$ cat src/hdl/ftna_pkg.sv
// ----------------------------------------------------------------------------
// Fat-tree address converter package
// Shared widths, node kinds, register indexes and the structs that travel
// between the pipeline parts.
// ----------------------------------------------------------------------------
package ftna_pkg;

  localparam int KW = 8;
  localparam int CW = 11;
  localparam int OW = 7;
  localparam int NW = 17;
  localparam int DW = 14;
  localparam int AW = 18;
  localparam int XW = 11;

  localparam logic [1:0] CFG_NUM_PODS      = 2'd0;
  localparam logic [1:0] CFG_NUM_CORE      = 2'd1;
  localparam logic [1:0] CFG_SWITCHES_POD  = 2'd2;

  typedef enum logic [1:0] {
    KIND_CORE   = 2'd0,
    KIND_AGG    = 2'd1,
    KIND_EDGE   = 2'd2,
    KIND_SERVER = 2'd3
  } kind_e;

  typedef struct packed {
    logic [KW-1:0] k;
    logic [KW-2:0] k2;
    logic [CW-1:0] c;
    logic [OW-1:0] h;
    logic [DW-1:0] s2;
    logic [DW-1:0] q;
    logic [DW-1:0] m;
    logic [AW-1:0] agg_end;
    logic [AW-1:0] srv_start;
    logic [NW-1:0] kh;
  } cfg_t;

  typedef struct packed {
    logic          func;
    logic [NW-1:0] node;
    logic [OW-1:0] pod;
    logic [OW-1:0] sw;
    logic [OW-1:0] host;
  } item_t;

  typedef struct packed {
    logic  valid;
    kind_e kind;
    item_t item;
  } stage_t;

endpackage

$ cat src/hdl/ftna_mid.sv
// ----------------------------------------------------------------------------
// Fat-tree address converter middle step
// Takes the first quotients, settles the pod and core fields and feeds the
// column divider.
// ----------------------------------------------------------------------------
module ftna_mid
  import ftna_pkg::*;
(
  input  logic          valid_i,
  input  item_t         item_i,
  input  kind_e         kind_i,
  input  logic [NW-1:0] quo1_i,
  input  logic [DW-1:0] rem1_i,
  input  logic [NW-1:0] quo2_i,
  input  cfg_t          cfg_i,
  output stage_t        stage_o,
  output logic [NW-1:0] num3_o,
  output logic [DW-1:0] den3_o
);

  always_comb begin
    stage_o.valid = valid_i;
    stage_o.kind  = kind_i;
    stage_o.item  = item_i;
    if (!item_i.func) begin
      unique case (kind_i)
        KIND_CORE: begin
          stage_o.item.pod  = cfg_i.k[OW-1:0];
          stage_o.item.sw   = quo1_i[OW-1:0] + OW'(1);
          stage_o.item.host = rem1_i[OW-1:0] + OW'(1);
        end
        KIND_AGG, KIND_EDGE: begin
          stage_o.item.pod = quo2_i[OW-1:0];
        end
        KIND_SERVER: begin
          stage_o.item.pod = quo1_i[OW-1:0];
        end
      endcase
    end
  end

  assign num3_o = NW'(rem1_i);
  assign den3_o = DW'(cfg_i.h);

endmodule

$ cat config.mk
export PLATFORM = sky130hd
export DESIGN_NAME = ftna_mid
export DESIGN_NICKNAME = d
export VERILOG_FILES = /design/src/hdl/ftna_pkg.sv /design/src/hdl/ftna_mid.sv
export SDC_FILE = /design/constraint.sdc
export NUM_CORES = 1
export LEC_CHECK = 0
export ABC_AREA = 1
export BUFFER_PORTS_ARGS = -buffer_cell sky130_fd_sc_hd__buf_2
export CORE_AREA = 2 2 113 115
export DETAILED_ROUTE_END_ITERATION = 8
export DIE_AREA = 0 0 115 117
export PLACE_DENSITY_LB_ADDON = 0.08
export SYNTH_ARGS = -nofsm -noshare
export SYNTH_HDL_FRONTEND = slang
export SYNTH_SLANG_ARGS = --single-unit
$ cat constraint.sdc
create_clock -name vclk -period 4.4
set_input_delay 1.32 -clock vclk [all_inputs]
set_output_delay 1.32 -clock vclk [all_outputs]
set_load 0.03 [all_outputs]
==> impl_metrics.json <==
{
  "design_area_sq_um": 1310,
  "syn_inst": 192,
  "synth_top_area_cell": "buf_4",
  "met3_usage_pct": 0.978,
  "ioPinCount": 291,
  "cp_max_fo": 19,
  "ys_seq_area_share_pct": 0,
  "min_period_ns": 3.94,
  "wirelength_mm": 4.23,
  "worstSetupStartpointType": "input pin",
  "fin_nets": 455,
  "drive_gt1_share_pct": 39.8,
  "overflow": 0,
  "finalHoldViolCount": 0,
  "track_usage_pct": 5.67,
  "met1_usage_pct": 9.49,
  "worstPathRequired_ns": 3.08,
  "core_region_area_sq_um": 12300,
  "arrival_ns": 2.62,
  "drv_cap": 0,
  "ctsResizeCount": 0,
  "cp_slowest_stage_delay_ns": 0.27,
  "drv_slew": 0,
  "regArea_sq_um": 0,
  "critPathSlowestCell": "nor2_8",
  "grt_first_pass_wirelength_mm": 5.96,
  "grt_max_degree": 20,
  "synth_area_leaders": "buf_4, nand2_1, inv_1, nand3_1, o21ai_0",
  "worst_setup_path_end_kind": "output port",
  "final_util_pct": 10.6,
  "hp-class": "input pin to output port",
  "fin_setup_tns_ns": 0,
  "startpoint": "kind_i[0]",
  "rsz0062_at_grt": "no",
  "p_leak_nw": 0.757,
  "vias": 1196,
  "avgRoutedWirePerCell_um": 11.1,
  "drc": 0,
  "use_met2_pct": 7.33,
  "gp_congestion": 0.639,
  "die_w_um": 115,
  "die_area_sq_um": 13500,
  "finalCritPeriodShare_pct": 89.6,
  "vias_per_cell": 3.14,
  "detailedRoute.firstIterationViolations": 36,
  "min_to": "den3_o[0]",
  "n_clock_buffer": 0,
  "hp-start": "cfg_i[95]",
  "ys.warnings.count": 0,
  "antenna_found_initial": 0,
  "ant_nets": 0,
  "cts_setup_buffers": 0,
  "ctsHoldBuffers": 0,
  "status": "complete, no violations",
  "synthDominantCellAreaShare_pct": 36.4,
  "synth_area_per_cell_sq_um": 5.59,
  "fin_cells": 381,
  "holdPathStages": 0,
  "busiest_layer": "met1",
  "layout_common_cells": "buf_2, nand2_1, inv_1",
  "synth.distinct_cells": 21,
  "mostFrequentLayoutCell": "buf_2",
  "hpwl_mm": 3.75,
  "die_h_um": 117,
  "antenna_cells": 0,
  "setup_viol_count_final": 0,
  "syn-cell-area_sq_um": 1070,
  "seq_cells": 0,
  "grt_pass1_vias": 1063,
  "initial_utilization_pct": 8.72,
  "fp-row-count": 41,
  "power_density_nw_per_um2": 123,
  "path_cells": "buf_2, inv_1, ha_1, inv_4, nor2_8, o21ai_0, o21ai_0, buf_2",
  "vdd_drop_max_mv": 0.0289,
  "synthToLayoutAreaGrowth_pct": 21.8,
  "max_freq_mhz": 254,
  "place.port_buffers": 83,
  "path_class": "input pin to output port",
  "dp.cells": 381,
  "placed_area_sq_um": 1310,
  "firstDrtPassIters": 4
}
worst max-delay path by stage:
stage	to	slack, ns	depth (start not counted)
floorplan	stage_o[0]	0.42	6
global placement	stage_o[6]	0.44	9
detailed placement	stage_o[9]	0.39	8
CTS	stage_o[9]	0.38	8
global route	stage_o[9]	0.25	8
finish	stage_o[9]	0.46	8
cell families (layout without fill, tap and decap cells):
logic type	Yosys count	count (layout)	synth area share (%)
xor+xnor	1	1	0.816
compound gates	30	30	15.4
fa+ha+maj	4	4	4.66
other cells	1	10	0.349
simple gates	78	78	31.9
buf+inv	78	108	46.9
layout make-up:
cell class | count | area [sq um]
repair buffers | 84 | 423
fillers | 1484 | 11000
well taps | 150 | 188
multi-input cells | 123 | 604
inverters | 24 | 92.6
worst max-delay path, delay by kind of cell:
family / cells / cell delay, ns
AOI/OAI and AO/OA: 2 / 0.32
and+or+nand+nor: 1 / 0.27
adders and majority gates: 1 / 0.22
buffers and inverters: 4 / 0.49
through the flow:
stage	setup slack, ns	power (mW)	hold WS [ns]
2_1_floorplan	0.421	0.170	2.77
3_3_place_gp	0.442	0.165	2.64
3_5_place_dp	0.395	0.164	2.64
4_1_cts	0.385	0.164	2.64
5_1_grt	0.253	0.179	2.64
6_report	0.456	0.161	2.64
where the power goes:
| group | internal [mW] | total (mW) | leakage, nW | switching (mW) |
|---|---|---|---|---|
| clock | 0 | 0 | 0 | 0 |
| sequential | 0 | 0 | 0 | 0 |
| combinational | 0.0506 | 0.161 | 0.757 | 0.111 |
| total | 0.0506 | 0.161 | 0.757 | 0.111 |
synthesized netlist by cell type:
master    number
buf_4         52
nand2_1       48
inv_1         22
nand3_1       15
o21ai_0       14
a21oi_1       12
nor2_1         8
ha_1           4
or2_2          3
nand4_1        2
o21bai_1       2
a31oi_2        1
buf_2          1
buf_8          1
conb_1         1
inv_2          1
inv_4          1
nor2_2         1
nor2_8         1
o211ai_1       1
xor2_1         1
per-layer routing:
layer / wire length (um) / vias up
li1: - / 622
met1: 2330 / 489
met2: 1480 / 75
met3: 388 / 10
met4: 35 / 0
met5: 0 / -
Power figures use the tool's default switching activity.
