`src/hdl/ftna_pkg.sv`:
```
// ----------------------------------------------------------------------------
// Fat-tree address converter package
// Shared widths, node kinds, register indexes and the structs that travel
// between the pipeline parts.
// ----------------------------------------------------------------------------
package ftna_pkg;

  localparam int KW = 8;
  localparam int CW = 11;
  localparam int OW = 7;
  localparam int NW = 17;
  localparam int DW = 14;
  localparam int AW = 18;
  localparam int XW = 11;

  localparam logic [1:0] CFG_NUM_PODS      = 2'd0;
  localparam logic [1:0] CFG_NUM_CORE      = 2'd1;
  localparam logic [1:0] CFG_SWITCHES_POD  = 2'd2;

  typedef enum logic [1:0] {
    KIND_CORE   = 2'd0,
    KIND_AGG    = 2'd1,
    KIND_EDGE   = 2'd2,
    KIND_SERVER = 2'd3
  } kind_e;

  typedef struct packed {
    logic [KW-1:0] k;
    logic [KW-2:0] k2;
    logic [CW-1:0] c;
    logic [OW-1:0] h;
    logic [DW-1:0] s2;
    logic [DW-1:0] q;
    logic [DW-1:0] m;
    logic [AW-1:0] agg_end;
    logic [AW-1:0] srv_start;
    logic [NW-1:0] kh;
  } cfg_t;

  typedef struct packed {
    logic          func;
    logic [NW-1:0] node;
    logic [OW-1:0] pod;
    logic [OW-1:0] sw;
    logic [OW-1:0] host;
  } item_t;

  typedef struct packed {
    logic  valid;
    kind_e kind;
    item_t item;
  } stage_t;

endpackage

```
`src/hdl/ftna_back.sv`:
```
// ----------------------------------------------------------------------------
// Fat-tree address converter output stage
// Forms the switch and host octets from the column divider and holds the
// result transfer in the output register.
// ----------------------------------------------------------------------------
module ftna_back
  import ftna_pkg::*;
(
  input  logic          clk_i,
  input  logic          rst_ni,
  input  logic          en_i,
  input  stage_t        stage_i,
  input  logic [NW-1:0] quo3_i,
  input  logic [DW-1:0] rem3_i,
  input  cfg_t          cfg_i,
  output logic          valid_o,
  output logic [1:0]    kind_o,
  output logic [NW-1:0] node_o,
  output logic [OW-1:0] pod_o,
  output logic [OW-1:0] sw_o,
  output logic [OW-1:0] host_o,
  output logic [OW-1:0] pidx_o
);

  logic          valid_q;
  logic [1:0]    kind_q;
  logic [NW-1:0] node_q;
  logic [OW-1:0] pod_q;
  logic [OW-1:0] sw_q;
  logic [OW-1:0] host_q;
  logic [OW-1:0] pidx_q;

  logic [OW-1:0] sw_d;
  logic [OW-1:0] host_d;
  logic [OW-1:0] pidx_d;

  always_comb begin
    sw_d   = stage_i.item.sw;
    host_d = stage_i.item.host;
    pidx_d = '1;
    unique case (stage_i.kind)
      KIND_CORE: begin
      end
      KIND_AGG: begin
        pidx_d = stage_i.item.pod;
        if (!stage_i.item.func) begin
          sw_d   = rem3_i[OW-1:0] + cfg_i.k2;
          host_d = OW'(1);
        end
      end
      KIND_EDGE: begin
        pidx_d = stage_i.item.pod;
        if (!stage_i.item.func) begin
          sw_d   = rem3_i[OW-1:0];
          host_d = OW'(1);
        end
      end
      KIND_SERVER: begin
        if (!stage_i.item.func) begin
          sw_d   = quo3_i[OW-1:0];
          host_d = rem3_i[OW-1:0] + OW'(2);
        end
      end
    endcase
  end

  always_ff @(posedge clk_i or negedge rst_ni) begin
    if (!rst_ni) begin
      valid_q <= 1'b0;
    end else if (en_i) begin
      valid_q <= stage_i.valid;
    end
  end

  always_ff @(posedge clk_i) begin
    if (en_i) begin
      kind_q <= stage_i.kind;
      node_q <= stage_i.item.node;
      pod_q  <= stage_i.item.pod;
      sw_q   <= sw_d;
      host_q <= host_d;
      pidx_q <= pidx_d;
    end
  end

  assign valid_o = valid_q;
  assign kind_o  = kind_q;
  assign node_o  = node_q;
  assign pod_o   = pod_q;
  assign sw_o    = sw_q;
  assign host_o  = host_q;
  assign pidx_o  = pidx_q;

endmodule

```
`config.mk`:
```
export PLATFORM = sky130hd
export DESIGN_NAME = ftna_back
export DESIGN_NICKNAME = d
export VERILOG_FILES = /design/src/hdl/ftna_pkg.sv /design/src/hdl/ftna_back.sv
export SDC_FILE = /design/constraint.sdc
export NUM_CORES = 1
export LEC_CHECK = 0
export ABC_AREA = 0
export BUFFER_PORTS_ARGS = -buffer_cell sky130_fd_sc_hd__buf_2
export CAP_MARGIN = 20
export CORE_MARGIN = 2
export CORE_UTILIZATION = 25
export DETAILED_ROUTE_END_ITERATION = 8
export GPL_ROUTABILITY_DRIVEN = 0
export PLACE_DENSITY_LB_ADDON = 0.1
export SLEW_MARGIN = 20
export SYNTH_ARGS = -nofsm -noshare
export SYNTH_HDL_FRONTEND = slang
export SYNTH_SLANG_ARGS = --single-unit
```
`constraint.sdc`:
```
create_clock -name clk_i -period 1.3 [get_ports clk_i]
set_input_delay 0.39 -clock clk_i [delete_from_list [all_inputs] [get_ports clk_i]]
set_output_delay 0.39 -clock clk_i [all_outputs]
set_load 0.01 [all_outputs]
```
==> results.py <==
metrics = {
    "outcome": {
        "status": "complete, but fails checks",
        "violations": "negative setup slack",
    },
    "clocking": {
        "cts.htree.levels": 2,
        "numCtsBuffers": 5,
        "cts_tree": "yes",
        "cts.clk_slew.worst_paths_ns": 0.09,
        "cts_sinks": 48,
        "cts_root_buffer": "clkbuf_8",
        "clkLatencyLatePin_ns": 0.29,
        "cts_max_path_buffers": 2,
    },
    "hold_path": {
        "min_to": "node_o[4]$_DFFE_PP_",
        "min_path_type": "input port to register",
        "min_path_cells": 1,
        "hp-start": "stage_i[25]",
    },
    "logic_synthesis": {
        "netlist_instances": 158,
        "synth.distinct_cells": 39,
        "ys_async_sr_fraction": 0.02083,
        "synth_edf_count": 47,
        "yosys-top-cells-area": "edfxtp_1 64%, ha_1 6.2%, nand2b_1 2.5%",
        "syn_avg_cell_area_um2": 13.98,
        "synth_nets": 374,
        "seq_area_frac_synth": 0.6504,
        "ys_seq_elements": 48,
        "syn-cell-area_um2": 2208,
        "synth.top_cell.area_share": 0.6391,
        "yosysTopAreaCell": "edfxtp_1",
        "yosys_warnings": 0,
        "ys_dominant_reg_cell": "edfxtp_1",
    },
    "setup_path": {
        "cp-end-kind": "register",
        "reg2reg_depth": 1,
        "required_ns": 1.42,
        "r2r-end": "valid_o$_DFFE_PN0P_",
        "r2r_slack_ns": 0.56,
        "cp_max_fo": 2,
        "worstSetupPathType": "input port to register",
        "r2r-start": "valid_o$_DFFE_PN0P_",
        "worstPathArrival_ns": 1.67,
        "start_kind": "input port",
    },
    "layout": {
        "final_cell_mix": "109 x buf_2, 47 x edfxtp_1, 37 x buf_4",
        "final_nets": 532,
        "design_area_um2": 3512,
        "multi_input_area_um2": 823.3,
        "fill_cells": 837,
        "syn_to_final_growth_pct": 59.04,
        "drive_gt1_frac": 0.5678,
        "final_common_cell": "buf_2",
        "seq_area_um2": 1436,
        "post-route-util": 0.4067,
    },
    "sta": {
        "tightest_slew_ns": 0.3010,
        "rsz0062_at_grt": "yes",
        "fin_crit_ns": 1.549,
        "hold_violations": 0,
        "layout_setup_ws_ns": -0.2486,
        "max_freq_ghz": 0.6458,
        "finalCritPeriodShare": 1.191,
        "setup_violations": 8,
        "clock_skew_ns": 0,
        "slew_headroom": 0.7993,
        "finalMaxSlewViolations": 0,
    },
    "floorplanning": {
        "fp.coreArea_um2": 8636,
        "die_area_um2": 9601,
        "rows": 34,
        "die_h_um": 97.99,
        "io_pins": 252,
        "fp.dieW_um": 97.99,
        "initial_core_util": 0.2557,
    },
    "detailed_routing": {
        "dr.pass1.iters": 6,
        "ant_nets": 0,
        "drt_iter0_drc": 58,
        "wire_per_inst_um": 15.20,
        "via_per_inst": 4.423,
        "vias": 1884,
        "drc": 0,
        "wirelength_um": 6475,
    },
    "global_routing": {
        "grt_pass1_vias": 1915,
        "grt_antenna_before_repair": 1,
        "grt_max_degree": 25,
        "overflow": 0,
        "grt_pass1_wl_um": 9991,
        "grt_usage": 0.1322,
    },
    "power": {
        "power.leakage_nw": 1.539,
        "powerDensity_nw_per_um2": 1083,
        "ir_worst_vdd_mv": 0.5561,
        "power_mw": 3.803,
    },
    "run": {
        "maxCapViolations": 0,
    },
    "placed_design": {
        "place_ws_ns": -0.6277,
        "io_buffers": 113,
        "place_hpwl_um": 5283,
        "dpl_cell_area_um2": 3256,
    },
}
[layout make-up]
class | count | share of cell area
sequential | 48 | 0.4090
timing repair buffer | 155 | 0.2711
multi-input combinational | 99 | 0.2344
tap | 108 | 0.03848
clock buffer | 5 | 0.01959
inverter | 7 | 0.01461
clock inverter | 3 | 0.01211
antenna | 1 | 0.0007125
[stage by stage]
step	std cells	hold WS, ns	setup TNS, ns
floorplan	158	0.09441	-2.219
global placement	409	0.1735	-8.711
detailed placement	409	0.1730	-9.125
CTS	422	0.2509	-1.071
global route	425	0.2471	-1.973
finish	426	0.2642	-1.251
[cell usage after synthesis, types with 2 or more instances]
library cell  count
o21a_1            3
clkbuf_1          3
ha_1             11
a22oi_1           3
inv_1             7
o31ai_1           5
nand2b_1          9
mux2_2            2
a222oi_1          3
xnor2_1           4
edfxtp_1         47
a21oi_1           4
xor2_1            3
nor2_1            7
nand3_1           3
o21ai_0           9
a22o_1            3
nand2_1          11
[sequential cells by signal, summed over array words and instances, names as in the netlist]
| register | count |
|---|---|
| sw_o | 7 |
| valid_o | 1 |
| pod_o | 7 |
| node_o | 17 |
| pidx_o | 7 |
| host_o | 7 |
| kind_o | 2 |
[worst max-delay path, stage by stage]
cell and delay, ns:
buf_8 0.10, ha_4 0.15, inv_2 0.05, fa_2 0.23, nor2b_4 0.05, o2111a_1 0.25, o31a_1 0.25, o31ai_1 0.21
[worst max-delay path by stage]
stage | start | to | slack (ns) | cells after the start
6_report | rem3_i[0] | sw_o[6]$_DFFE_PP_ | -0.25 | 8
5_1_grt | rem3_i[0] | sw_o[1]$_DFFE_PP_ | -0.29 | 7
4_1_cts | rem3_i[0] | sw_o[6]$_DFFE_PP_ | -0.21 | 8
3_5_place_dp | rem3_i[0] | sw_o[1]$_DFFE_PP_ | -0.63 | 7
3_3_place_gp | rem3_i[0] | sw_o[1]$_DFFE_PP_ | -0.62 | 7
2_1_floorplan | rem3_i[0] | sw_o[1]$_DFFE_PP_ | -0.45 | 6
[cells by family after synthesis]
kind of cell,after synthesis,share of synthesized area
XOR/XNOR,7,0.02776
multiplexers,3,0.01473
flip-flops,48,0.6504
adder cells (fa/ha/maj),12,0.07139
AND/OR/NAND/NOR,38,0.08952
buffers and inverters,11,0.01926
AO/OA/AOI/OAI,39,0.1269
[layer usage]
layer  vias to the layer above  part of all wire  routed length [µm]  GRT usage
li1                        928                 -                   -          -
met1                       871              0.41                2669     0.1577
met2                        83              0.50                3248     0.2397
met3                         2             0.080                 515    0.03006
met4                         0            0.0065                  42    0.03419
met5                         -                 0                   0          0
[where the power goes]
group	total [mW]	leakage, nW	switching (mW)	internal (mW)
registers	1.88	0.471	0.0284	1.86
clock network	1.08	0.0558	0.512	0.571
logic	0.837	1.01	0.415	0.422
[repair_timing]
item,CTS,global route
endpoints found under the hold margin,1,0
pin swaps,9,8
hold buffers,1,0
buffers inserted,4,3
setup endpoints to repair,14,14
gates resized for setup,16,10
Power figures use the tool's default switching activity.
