`config.mk`:
```
export PLATFORM = sky130hd
export DESIGN_NAME = ftna_div
export DESIGN_NICKNAME = d
export VERILOG_FILES = /design/src/hdl/ftna_pkg.sv /design/src/hdl/ftna_div.sv
export SDC_FILE = /design/constraint.sdc
export NUM_CORES = 2
export LEC_CHECK = 0
export CAP_MARGIN = 20
export CORE_UTILIZATION = 50
export DETAILED_ROUTE_END_ITERATION = 10
export DONT_BUFFER_PORTS = 1
export MAX_ROUTING_LAYER = met4
export PLACE_DENSITY_LB_ADDON = 0.15
export SYNTH_ARGS = -nofsm -noshare
export SYNTH_HDL_FRONTEND = slang
export SYNTH_SLANG_ARGS = --single-unit
```
`constraint.sdc`:
```
create_clock -name clk_i -period 3 [get_ports clk_i]
set_clock_uncertainty 0.15 [all_clocks]
set_input_delay 0.6 -clock clk_i [delete_from_list [all_inputs] [get_ports clk_i]]
set_output_delay 0.6 -clock clk_i [all_outputs]
set_load 0.05 [all_outputs]
```
`src/hdl/ftna_pkg.sv`:
```
// ----------------------------------------------------------------------------
// Fat-tree address converter package
// Shared widths, node kinds, register indexes and the structs that travel
// between the pipeline parts.
// ----------------------------------------------------------------------------
package ftna_pkg;

  localparam int KW = 8;
  localparam int CW = 11;
  localparam int OW = 7;
  localparam int NW = 17;
  localparam int DW = 14;
  localparam int AW = 18;
  localparam int XW = 11;

  localparam logic [1:0] CFG_NUM_PODS      = 2'd0;
  localparam logic [1:0] CFG_NUM_CORE      = 2'd1;
  localparam logic [1:0] CFG_SWITCHES_POD  = 2'd2;

  typedef enum logic [1:0] {
    KIND_CORE   = 2'd0,
    KIND_AGG    = 2'd1,
    KIND_EDGE   = 2'd2,
    KIND_SERVER = 2'd3
  } kind_e;

  typedef struct packed {
    logic [KW-1:0] k;
    logic [KW-2:0] k2;
    logic [CW-1:0] c;
    logic [OW-1:0] h;
    logic [DW-1:0] s2;
    logic [DW-1:0] q;
    logic [DW-1:0] m;
    logic [AW-1:0] agg_end;
    logic [AW-1:0] srv_start;
    logic [NW-1:0] kh;
  } cfg_t;

  typedef struct packed {
    logic          func;
    logic [NW-1:0] node;
    logic [OW-1:0] pod;
    logic [OW-1:0] sw;
    logic [OW-1:0] host;
  } item_t;

  typedef struct packed {
    logic  valid;
    kind_e kind;
    item_t item;
  } stage_t;

endpackage

```
`src/hdl/ftna_div.sv`:
```
// ----------------------------------------------------------------------------
// Pipelined restoring divider
// One quotient bit per register stage, with a side word that travels along.
// ----------------------------------------------------------------------------
module ftna_div
  import ftna_pkg::*;
#(
  parameter int SW = 1
) (
  input  logic          clk_i,
  input  logic          rst_ni,
  input  logic          en_i,
  input  logic [NW-1:0] num_i,
  input  logic [DW-1:0] den_i,
  input  logic [SW-1:0] side_i,
  output logic [NW-1:0] quo_o,
  output logic [DW-1:0] rem_o,
  output logic [SW-1:0] side_o
);

  logic [NW-1:0] num_s  [0:NW];
  logic [DW-1:0] den_s  [0:NW];
  logic [DW-1:0] rem_s  [0:NW];
  logic [NW-1:0] quo_s  [0:NW];
  logic [SW-1:0] side_s [0:NW];

  assign num_s[0]  = num_i;
  assign den_s[0]  = den_i;
  assign rem_s[0]  = '0;
  assign quo_s[0]  = '0;
  assign side_s[0] = side_i;

  for (genvar i = 0; i < NW; i++) begin : g_stage
    logic [DW:0]   t;
    logic [DW:0]   diff;
    logic          ge;
    logic [NW-1:0] num_q;
    logic [DW-1:0] den_q;
    logic [DW-1:0] rem_q;
    logic [NW-1:0] quo_q;
    logic [SW-1:0] side_q;

    assign t    = {rem_s[i], num_s[i][NW-1-i]};
    assign ge   = t >= {1'b0, den_s[i]};
    assign diff = t - {1'b0, den_s[i]};

    always_ff @(posedge clk_i or negedge rst_ni) begin
      if (!rst_ni) begin
        num_q  <= '0;
        den_q  <= '0;
        rem_q  <= '0;
        quo_q  <= '0;
        side_q <= '0;
      end else if (en_i) begin
        num_q  <= num_s[i];
        den_q  <= den_s[i];
        rem_q  <= ge ? diff[DW-1:0] : t[DW-1:0];
        quo_q  <= {quo_s[i][NW-2:0], ge};
        side_q <= side_s[i];
      end
    end

    assign num_s[i+1]  = num_q;
    assign den_s[i+1]  = den_q;
    assign rem_s[i+1]  = rem_q;
    assign quo_s[i+1]  = quo_q;
    assign side_s[i+1] = side_q;
  end

  assign quo_o  = quo_s[NW];
  assign rem_o  = rem_s[NW];
  assign side_o = side_s[NW];

endmodule

```
==> run summary <==
### Placement
• Final GP Congestion: 0.8869
• final HPWL from detailed placement: 57430 um
• Area after DPL: 41960 um^2
• worst setup slack after placement: -5.688 ps
• placed cell count: 4968
• number of port buffers: 0

### Die
• core area: 80550 um^2
• initial core utilization: 50.62%
• total die area: 82690 um^2
• Rows: 104
• height of the die: 287.6 um
• IO Count: 67
• x dimension of the die: 287.6 um

### Synth
• share of synthesized flip-flops with an asynchronous set or reset: 100.0%
• most common cell in the synthesized netlist: sky130_fd_sc_hd__dfrtp_1
• share of the synthesized area in the top cell type: 47.13%
• portion of the post-synthesis area used by sequential elements: 47.13%
• synthesized net count: 4300
• most frequently used flop master after synthesis: sky130_fd_sc_hd__dfrtp_1
• top cells by area, synth: sky130_fd_sc_hd__dfrtp_1 (47%), sky130_fd_sc_hd__mux2_2 (8.3%), sky130_fd_sc_hd__ha_1 (7.4%)
• total of warnings raised by yosys: 0
• post-synthesis instance area: 40770 um^2
• largest area contributor in the netlist: sky130_fd_sc_hd__dfrtp_1
• top post-synthesis cells by count: sky130_fd_sc_hd__dfrtp_1 (768), sky130_fd_sc_hd__nand2_1 (383), sky130_fd_sc_hd__o21ai_0 (371)
• syn avg cell area: 10.18 um^2
• number of unique standard cell types used by synthesis: 78
• #FFs+latches synth: 768
• count of flip-flops with a built-in enable after synthesis: 0
• cell count after synthesis: 4007

### Global route
• global routing met1 resource utilization: 30.89%
• All-Layer GR Usage: 22.18%
• met3 usage: 2.655%
• global-route wire length before repair: 145300 um
• Overflow after GRT: 0
• GR met2 Demand/Resource: 34.28%
• via count of the first global-routing pass: 27810
• antenna violations before repair: 2
• largest net degree at the start of global routing: 1059
• layer with the highest usage: met2

### Timing
• fin crit period: 2922 ps
• Fmax: 0.3422 GHz
• worst-case setup margin in the final layout: 77.54 ps
• total count of hold-check failures in the final report: 198
• relative slew slack: -51.63%
• Worst Max-Slew Pin Slew: 2274 ps
• worst slack on hold paths: -209.2 ps
• share of the clock period used by the worst path after layout: 97.42%
• Setup-failing EPs final: 0
• max-slew violations: 655

### Layout
• final std cells w/o fill: 5194
• layout-stage area growth over the synthesis result: 12.19%
• final-stage net count: 4358
• combined area of the multi-input logic cells: 19850 um^2
• fraction of final layout cells with drive strength greater than 1: 14.21%
• Seq. cell area: 19220 um^2
• Filler cells: 7050
• cell area after layout: 45740 um^2

### Clock network
• clock latency on the worst-skew pair: 640 ps
• CTS tree: built
• depth of the CTS H-tree: 3
• CTS root buf: sky130_fd_sc_hd__clkbuf_16
• clock slew at the register clock pins of the worst setup and hold paths: 60 ps
• hold buffer count at CTS: 52
• CTS max path bufs: 3
• Inserted Clock Buffers: 84
• Clock Sink Count: 768

### Min path
• HP Class: in -> async

### Setup path
• critical path fanouts, max: 20
• arrival time worst endpoint: 3230 ps
• crit path launch type: flip-flop
• Critical Path RT: 3310 ps
• Setup CP Type: reg -> reg
• Worst setup EP type: flip-flop

### Power and ir drop
• Internal Power: 30.57 mW
• combinational share of power: 44.8%
• Clk pwr share: 20.9%
• Leak: 20.47 nW
• total power per unit cell area: 1087 nW/um^2
• IR drop worst, VDD: 0.5471 mV
• switching part of the total: 38.54%
• part of the total power dissipated in sequential elements: 34.3%
• NetSw: 19.17 mW
• Power, Total: 49.74 mW

### Detailed routing
• DRT antenna net count: 0
• First-pass DRT Iterations: 5
• wirelength, routed: 88890 um
• detailed router's first-iteration violation count: 1878
• Residual DRC: 0
• mean number of vias per cell: 5.466
• via count of the routed design: 28390
• final routed wire length divided by cell count: 17.11 um

### Status
• failing checks: hold timing, slew limit
• run status: complete, but fails checks

### Job
• max-cap violation count: 0

worst paths after layout:
check	startpoint	end	slack (ps)	cells after the start
max in group asynchronous	rst_ni	g_stage[11].num_q[2]	580	4
min in group clk_i	en_i	g_stage[3].side_q	130	1
worst max-delay path	g_stage[1].den_q[6]	g_stage[2].rem_q[4]	80	10
worst min-delay path	rst_ni	g_stage[13].rem_q[8]	-210	1
worst max register to register	g_stage[1].den_q[6]	g_stage[2].rem_q[4]	80	10
worst min register to register	g_stage[6].den_q[7]	g_stage[7].den_q[7]	330	2
final cells by class:
class	instances	area share, %
tap	1060	2.899
antenna	2	0.01094
timing repair buffer	133	2.979
multi-input combinational	2761	43.38
inverter	317	2.604
sequential	768	42.01
clock buffer	116	5.317
clock inverter	37	0.7905
critical path, cell delays in order (launching register included):
cell and delay [ps]:
sky130_fd_sc_hd__dfrtp_1 340, sky130_fd_sc_hd__inv_1 50, sky130_fd_sc_hd__ha_1 360, sky130_fd_sc_hd__a211o_1 330, sky130_fd_sc_hd__or4_1 420, sky130_fd_sc_hd__o2bb2ai_2 240
sky130_fd_sc_hd__o31ai_2 130, sky130_fd_sc_hd__a21oi_2 200, sky130_fd_sc_hd__buf_12 190, sky130_fd_sc_hd__mux2i_2 240, sky130_fd_sc_hd__a21oi_1 90
layer usage:
| metal | vias to the layer above | share of wire [%] |
|---|---|---|
| li1 | 14150 | - |
| met1 | 13750 | 48 |
| met2 | 367 | 46 |
| met3 | 132 | 3.0 |
| met4 | 0 | 2.2 |
| met5 | - | 0 |
cells by family after synthesis:
kind of cell               Yosys count  synth area share [%]
buffers and inverters              479                 4.637
adders and majority gates          258                 8.212
muxes                              467                 12.38
and+or+nand+nor                    886                 9.442
AOI/OAI and AO/OA                  988                 14.73
DFF                                768                 47.13
xor gates and xnor gates           161                 3.458
layout by cell type (no fill, tap or decap), types with 86 or more instances in the layout:
master                      netlist  routed
sky130_fd_sc_hd__ha_1           242     241
sky130_fd_sc_hd__a21o_1          98      98
sky130_fd_sc_hd__clkbuf_16        0      86
sky130_fd_sc_hd__a21oi_1        267     263
sky130_fd_sc_hd__nand2_1        383     383
sky130_fd_sc_hd__mux2_2         300     300
sky130_fd_sc_hd__mux2i_1        167     165
sky130_fd_sc_hd__nor2_1         272     272
sky130_fd_sc_hd__inv_1          316     316
sky130_fd_sc_hd__dfrtp_1        768     768
sky130_fd_sc_hd__o21ai_0        371     366
sky130_fd_sc_hd__xnor2_1        105     105
registers in the layout, summed over array words and instances, names as in the netlist:
signal and cells:
g_stage.num_q 136, g_stage.side_q 16, side_o 1, quo_o 17, rem_o 14, g_stage.quo_q 136
g_stage.rem_q 224, g_stage.den_q 224
per-stage QoR:
stage	TNS [ps]	utilization, %
after floorplan	0	-
after global placement	-1.925	52.09
after CTS	0	56.28
final	0	56.79
after global routing	-3.356	56.78
after detailed placement	-5.688	52.09
power groups by stage:
| stage | Combinational [mW] | Clock [mW] | Sequential [mW] |
|---|---|---|---|
| floorplan | 17.3 | 0 | 16.2 |
| global placement | 21.1 | 0 | 17.2 |
| detailed placement | 21.3 | 0 | 17.3 |
| CTS | 21.6 | 10.7 | 17.1 |
| global route | 25.0 | 11.1 | 17.5 |
| finish | 22.3 | 10.4 | 17.1 |
timing repair:
item | 4_1_cts | 5_1_grt
pin swaps | 1 | 7
setup buffers | 3 | 9
cloned | 0 | 3
endpoints found under the hold margin | 862 | 198
resized for setup | 1 | 36
endpoints found under the setup margin | 5 | 297
(Power assumes the default switching activity.)
