===== src/hdl/ftna_pkg.sv =====
// ----------------------------------------------------------------------------
// Fat-tree address converter package
// Shared widths, node kinds, register indexes and the structs that travel
// between the pipeline parts.
// ----------------------------------------------------------------------------
package ftna_pkg;

  localparam int KW = 8;
  localparam int CW = 11;
  localparam int OW = 7;
  localparam int NW = 17;
  localparam int DW = 14;
  localparam int AW = 18;
  localparam int XW = 11;

  localparam logic [1:0] CFG_NUM_PODS      = 2'd0;
  localparam logic [1:0] CFG_NUM_CORE      = 2'd1;
  localparam logic [1:0] CFG_SWITCHES_POD  = 2'd2;

  typedef enum logic [1:0] {
    KIND_CORE   = 2'd0,
    KIND_AGG    = 2'd1,
    KIND_EDGE   = 2'd2,
    KIND_SERVER = 2'd3
  } kind_e;

  typedef struct packed {
    logic [KW-1:0] k;
    logic [KW-2:0] k2;
    logic [CW-1:0] c;
    logic [OW-1:0] h;
    logic [DW-1:0] s2;
    logic [DW-1:0] q;
    logic [DW-1:0] m;
    logic [AW-1:0] agg_end;
    logic [AW-1:0] srv_start;
    logic [NW-1:0] kh;
  } cfg_t;

  typedef struct packed {
    logic          func;
    logic [NW-1:0] node;
    logic [OW-1:0] pod;
    logic [OW-1:0] sw;
    logic [OW-1:0] host;
  } item_t;

  typedef struct packed {
    logic  valid;
    kind_e kind;
    item_t item;
  } stage_t;

endpackage


===== src/hdl/ftna_front.sv =====
// ----------------------------------------------------------------------------
// Fat-tree address converter front stage
// Registers the input transfer, classifies the node and prepares the
// dividends, divisors and the address-to-node result.
// ----------------------------------------------------------------------------
module ftna_front
  import ftna_pkg::*;
(
  input  logic          clk_i,
  input  logic          rst_ni,
  input  logic          en_i,
  input  logic          valid_i,
  input  logic          func_i,
  input  logic [NW-1:0] node_id_i,
  input  logic [OW-1:0] pod_i,
  input  logic [OW-1:0] sw_i,
  input  logic [OW-1:0] host_i,
  input  cfg_t          cfg_i,
  output logic          valid_o,
  output kind_e         kind_o,
  output item_t         item_o,
  output logic [NW-1:0] num1_o,
  output logic [DW-1:0] den1_o,
  output logic [NW-1:0] num2_o,
  output logic [DW-1:0] den2_o
);

  logic          valid_q;
  logic          func_q;
  logic [NW-1:0] n_q;
  logic [OW-1:0] pod_q;
  logic [OW-1:0] sw_q;
  logic [OW-1:0] host_q;

  logic [AW-1:0] n_ext;
  logic [AW-1:0] d_core;
  logic [AW-1:0] d_agg;
  logic [AW-1:0] d_srv;
  logic [NW-1:0] pq;
  logic [NW-1:0] swh;
  logic [NW-1:0] podh;
  logic [NW-1:0] node_a;
  kind_e         kind_n;
  kind_e         kind_a;

  always_ff @(posedge clk_i or negedge rst_ni) begin
    if (!rst_ni) begin
      valid_q <= 1'b0;
    end else if (en_i) begin
      valid_q <= valid_i;
    end
  end

  always_ff @(posedge clk_i) begin
    if (en_i) begin
      func_q <= func_i;
      n_q    <= node_id_i;
      pod_q  <= pod_i;
      sw_q   <= sw_i;
      host_q <= host_i;
    end
  end

  assign n_ext  = AW'(n_q);
  assign d_core = n_ext - AW'(cfg_i.c);
  assign d_agg  = n_ext - cfg_i.agg_end;
  assign d_srv  = n_ext - cfg_i.srv_start;

  assign pq   = NW'(pod_q) * NW'(cfg_i.q);
  assign swh  = NW'(sw_q) * NW'(cfg_i.h);
  assign podh = NW'(pod_q) * NW'(cfg_i.h);

  always_comb begin
    if (n_ext < AW'(cfg_i.c)) begin
      kind_n = KIND_CORE;
    end else if (n_ext < cfg_i.agg_end) begin
      kind_n = KIND_AGG;
    end else if (n_ext < cfg_i.srv_start) begin
      kind_n = KIND_EDGE;
    end else begin
      kind_n = KIND_SERVER;
    end
  end

  always_comb begin
    if (KW'(pod_q) == cfg_i.k) begin
      kind_a = KIND_CORE;
      node_a = swh - NW'(cfg_i.h) + NW'(host_q) - NW'(1);
    end else if (host_q != OW'(1)) begin
      kind_a = KIND_SERVER;
      node_a = cfg_i.srv_start[NW-1:0] + pq + swh + NW'(host_q) - NW'(2);
    end else if (sw_q >= cfg_i.k2) begin
      kind_a = KIND_AGG;
      node_a = NW'(cfg_i.c) + podh + NW'(sw_q) - NW'(cfg_i.k2);
    end else begin
      kind_a = KIND_EDGE;
      node_a = NW'(cfg_i.c) + podh + cfg_i.kh + NW'(sw_q);
    end
  end

  always_comb begin
    unique case (kind_n)
      KIND_CORE: begin
        num1_o = n_q;
        den1_o = DW'(cfg_i.h);
      end
      KIND_AGG, KIND_EDGE: begin
        num1_o = d_core[NW-1:0];
        den1_o = cfg_i.m;
      end
      KIND_SERVER: begin
        num1_o = d_srv[NW-1:0];
        den1_o = cfg_i.q;
      end
    endcase
  end

  assign num2_o = (kind_n == KIND_AGG) ? d_core[NW-1:0] : d_agg[NW-1:0];
  assign den2_o = cfg_i.s2;

  assign valid_o     = valid_q;
  assign kind_o      = func_q ? kind_a : kind_n;
  assign item_o.func = func_q;
  assign item_o.node = func_q ? node_a : n_q;
  assign item_o.pod  = pod_q;
  assign item_o.sw   = sw_q;
  assign item_o.host = host_q;

endmodule


===== config.mk =====
export PLATFORM = sky130hd
export DESIGN_NAME = ftna_front
export DESIGN_NICKNAME = d
export VERILOG_FILES = /design/src/hdl/ftna_pkg.sv /design/src/hdl/ftna_front.sv
export SDC_FILE = /design/constraint.sdc
export NUM_CORES = 1
export LEC_CHECK = 0
export BUFFER_PORTS_ARGS = -buffer_cell sky130_fd_sc_hd__clkbuf_2
export CAP_MARGIN = 25
export CORE_UTILIZATION = 54
export CTS_CLUSTER_DIAMETER = 30
export CTS_CLUSTER_SIZE = 30
export DETAILED_ROUTE_END_ITERATION = 12
export PLACE_DENSITY = 0.77
export SKIP_LAST_GASP = 1
export SYNTH_ARGS = -nofsm -noshare
export SYNTH_HDL_FRONTEND = slang
export SYNTH_SLANG_ARGS = --single-unit

===== constraint.sdc =====
create_clock -name clk_i -period 9.4 [get_ports clk_i]
set_input_delay 0 -clock clk_i [delete_from_list [all_inputs] [get_ports clk_i]]
set_output_delay 0 -clock clk_i [all_outputs]
set_load 0.02 [all_outputs]

==> flow_metrics.env <==
export IMPL_status="finished, final reports clean"
export IMPL_cts_root_buf="clkbuf_16"
export IMPL_synth_area_mm2=0.0157
export IMPL_nFillCells=2514
export IMPL_tritoncts="yes"
export IMPL_final_cell_mix="inv_1, clkbuf_2, ha_1, fa_1, nand2_1"
export IMPL_holdCritPathClass="primary input to primary output"
export IMPL_wl_met1_um=20900
export IMPL_worst_setup_path_start_kind="register"
export IMPL_hold_start="cfg_i[93]"
export IMPL_synthFlopType="edfxtp_1"
export IMPL_cts_max_level=2
export IMPL_rsz0062_at_grt="no"
export IMPL_synthAdderAreaFrac_pct=40.9
export IMPL_drtIter0Drc=1081
export IMPL_cts_resized=0
export IMPL_post_drt_wl_per_cell_um=20.7
export IMPL_slew_headroom_pct=30.1
export IMPL_crit_family="adder cells"
export IMPL_clock_sinks=40
export IMPL_fin_setup_tns_ns=0
export IMPL_holdPathEnd="den2_o[12]"
export IMPL_routed_via_density=5.83
export IMPL_synth_edf_count=39
export IMPL_timing_final_crit_share_pct=92.3
export IMPL_layout_commonest_cell="inv_1"
export IMPL_yosys_area_top_type="fa_1"
export IMPL_die_w_um=172
export IMPL_period_minus_slack_ns=8.68
export IMPL_grt_pass1_wl_um=80900
export IMPL_routed_top_layer="met5"
export IMPL_grt_pass1_vias=14996
export IMPL_insertion_delay_ns=0.31
export IMPL_dr_wl_met2_um=25200
export IMPL_async_flop_share_pct=2.50
export IMPL_maxSlewViolCount=0
export IMPL_r2r_cells=1
export IMPL_grt_max_degree=56
export IMPL_yosys_area_share_simple_pct=16.4
export IMPL_fmax_mhz=115
export IMPL_start_util_pct=55.6
export IMPL_cp_max_fo=7
export IMPL_cpMostUsedCell="inv_1"
export IMPL_clk_pin_slew_ns=0.07
export IMPL_r2r_setup_slack_ns=8.64
export IMPL_critPathCaptureType="primary output"
export IMPL_wl_met3_um=4560
export IMPL_synthDominantCellAreaShare_pct=22.1
export IMPL_io_pins=275
export IMPL_die_area_mm2=0.0297
export IMPL_synth_xor_xnor_area_share_pct=6.88
export IMPL_track_usage_pct=36.6
export IMPL_ys_warn_count=0
export IMPL_core_mm2=0.0282
export IMPL_synth_cell_types=70
export IMPL_setup_viol=0
export IMPL_clk_path_buf_depth=2
export IMPL_hold_ws_ns=0.00000882
export IMPL_crit_required_ns=9.40
export IMPL_syn_area_per_cell_um2=8.09
export IMPL_critical_path_class="register to primary output"
export IMPL_grt_overflow=0
export IMPL_synth_seq_area_share_pct=7.64
export IMPL_worst_slew_pin_slew_ns=1.05
export IMPL_fin_cells=2559
export IMPL_dp_cells=2507
export IMPL_synth_top_family_by_area="adder cells"
export IMPL_cts_made_buffers=5
export IMPL_maxCapViolations=0
export IMPL_ys_top_cells_by_area="fa_1, ha_1, inv_1"
export IMPL_hold_viol_final=0
export IMPL_synth_nets=2515
export IMPL_port_buffers=246
export IMPL_firstDrtPassIters=6
export IMPL_clock_skew_ns=0
export IMPL_r2r_start="valid_o"
export IMPL_cpMaxStageDelayCell="a221oi_1"
export IMPL_syn_to_final_growth_pct=13.6
export IMPL_place_congestion=0.991
export IMPL_synth_mux_area_share_pct=0.727
export IMPL_wl_um=53000
export IMPL_drive_gt1_share_pct=13.1
export IMPL_worst_ep_arrival_time_ns=8.68
export IMPL_fp_row_count=61
export IMPL_dieHeight_um=172
export IMPL_cts_hold_buf=42
export IMPL_antenna_found_initial=5
export IMPL_r2r_end="valid_o"
export IMPL_critPathMaxStageDelay_ns=0.60
export IMPL_hold_depth=0
export IMPL_synth_compound_area_share_pct=17.2
export IMPL_ys_seq_elements=40
export IMPL_fin_nets=2757
export IMPL_dr_total_vias=14924
export IMPL_antenna_left=0
export IMPL_synthCells=1936
export IMPL_drc=0
export IMPL_place_hpwl_um=44400
export IMPL_critPathBufInv=8
export IMPL_cts_setup_buffers=0
-- flip-flops by register name, indices dropped and copies added (netlist names) --
name     flops
func_q       1
sw_q         7
n_q         17
valid_o      1
pod_q        7
host_q       7
-- area by class of cell --
cell class | instances | area (µm²) | area share, %
timing repair buffer | 298 | 1730 | 9.75
clock buffer | 5 | 125 | 0.703
clock inverter | 3 | 90.1 | 0.506
sequential | 40 | 1200 | 6.72
inverter | 350 | 1310 | 7.38
antenna | 2 | 5.00 | 0.0281
multi-input combinational | 1483 | 12900 | 72.3
tap | 378 | 473 | 2.66
-- cells in the mapped netlist (16+ instances only) --
cell / n
nor3_1: 41
inv_1: 347
o21ai_0: 81
xnor2_1: 76
fa_1: 173
xor2_1: 47
a221oi_1: 21
a21oi_1: 100
a21o_1: 32
nand2b_1: 22
nor2b_1: 19
ha_1: 235
clkbuf_1: 43
nand2_1: 166
edfxtp_1: 39
o21a_1: 23
a211oi_1: 28
or3_1: 16
nand3_1: 24
nor2_1: 125
and2_1: 82
-- worst max-delay path by stage --
| stage | startpoint | to | slack [ns] | depth (start not counted) |
|---|---|---|---|---|
| 6_report | sw_q[5] | item_o[35] | 0.72 | 28 |
| 5_1_grt | sw_q[5] | item_o[35] | 0.17 | 28 |
| 4_1_cts | sw_q[5] | item_o[35] | 0.78 | 28 |
| 3_5_place_dp | sw_q[5] | item_o[35] | 1.16 | 28 |
| 3_3_place_gp | sw_q[5] | item_o[35] | 1.27 | 28 |
| 2_1_floorplan | sw_q[5] | item_o[35] | 1.94 | 27 |
-- cells by family (layout without fill, tap and decap cells) --
group | count (synthesis) | after routing
buffers and inverters | 413 | 656
other | 0 | 2
and+or+nand+nor | 536 | 536
xor gates and xnor gates | 123 | 123
AOI/OAI and AO/OA | 405 | 405
DFF | 40 | 40
adders and majority gates | 408 | 408
muxes | 11 | 11
-- stage by stage --
| stage | util, % | setup slack [ns] | area [µm²] |
|---|---|---|---|
| 2_1_floorplan | - | 1.94 | 15700 |
| 3_3_place_gp | 60.9 | 1.27 | 17100 |
| 3_5_place_dp | 60.9 | 1.16 | 17200 |
| 4_1_cts | 63.2 | 0.783 | 17800 |
| 5_1_grt | 63.2 | 0.165 | 17800 |
| 6_report | 63.2 | 0.723 | 17800 |
-- layer usage --
metal  GRT usage [%]  vias to the layer above
met3            6.48                      114
met4            15.5                        4
met5               0                        -
met2            63.1                      729
li1                -                     6963
met1            44.8                     7114
Power is left out: the tool's default activity adds up to more than one toggle a clock period on the data nets, which glitch-free logic cannot reach.
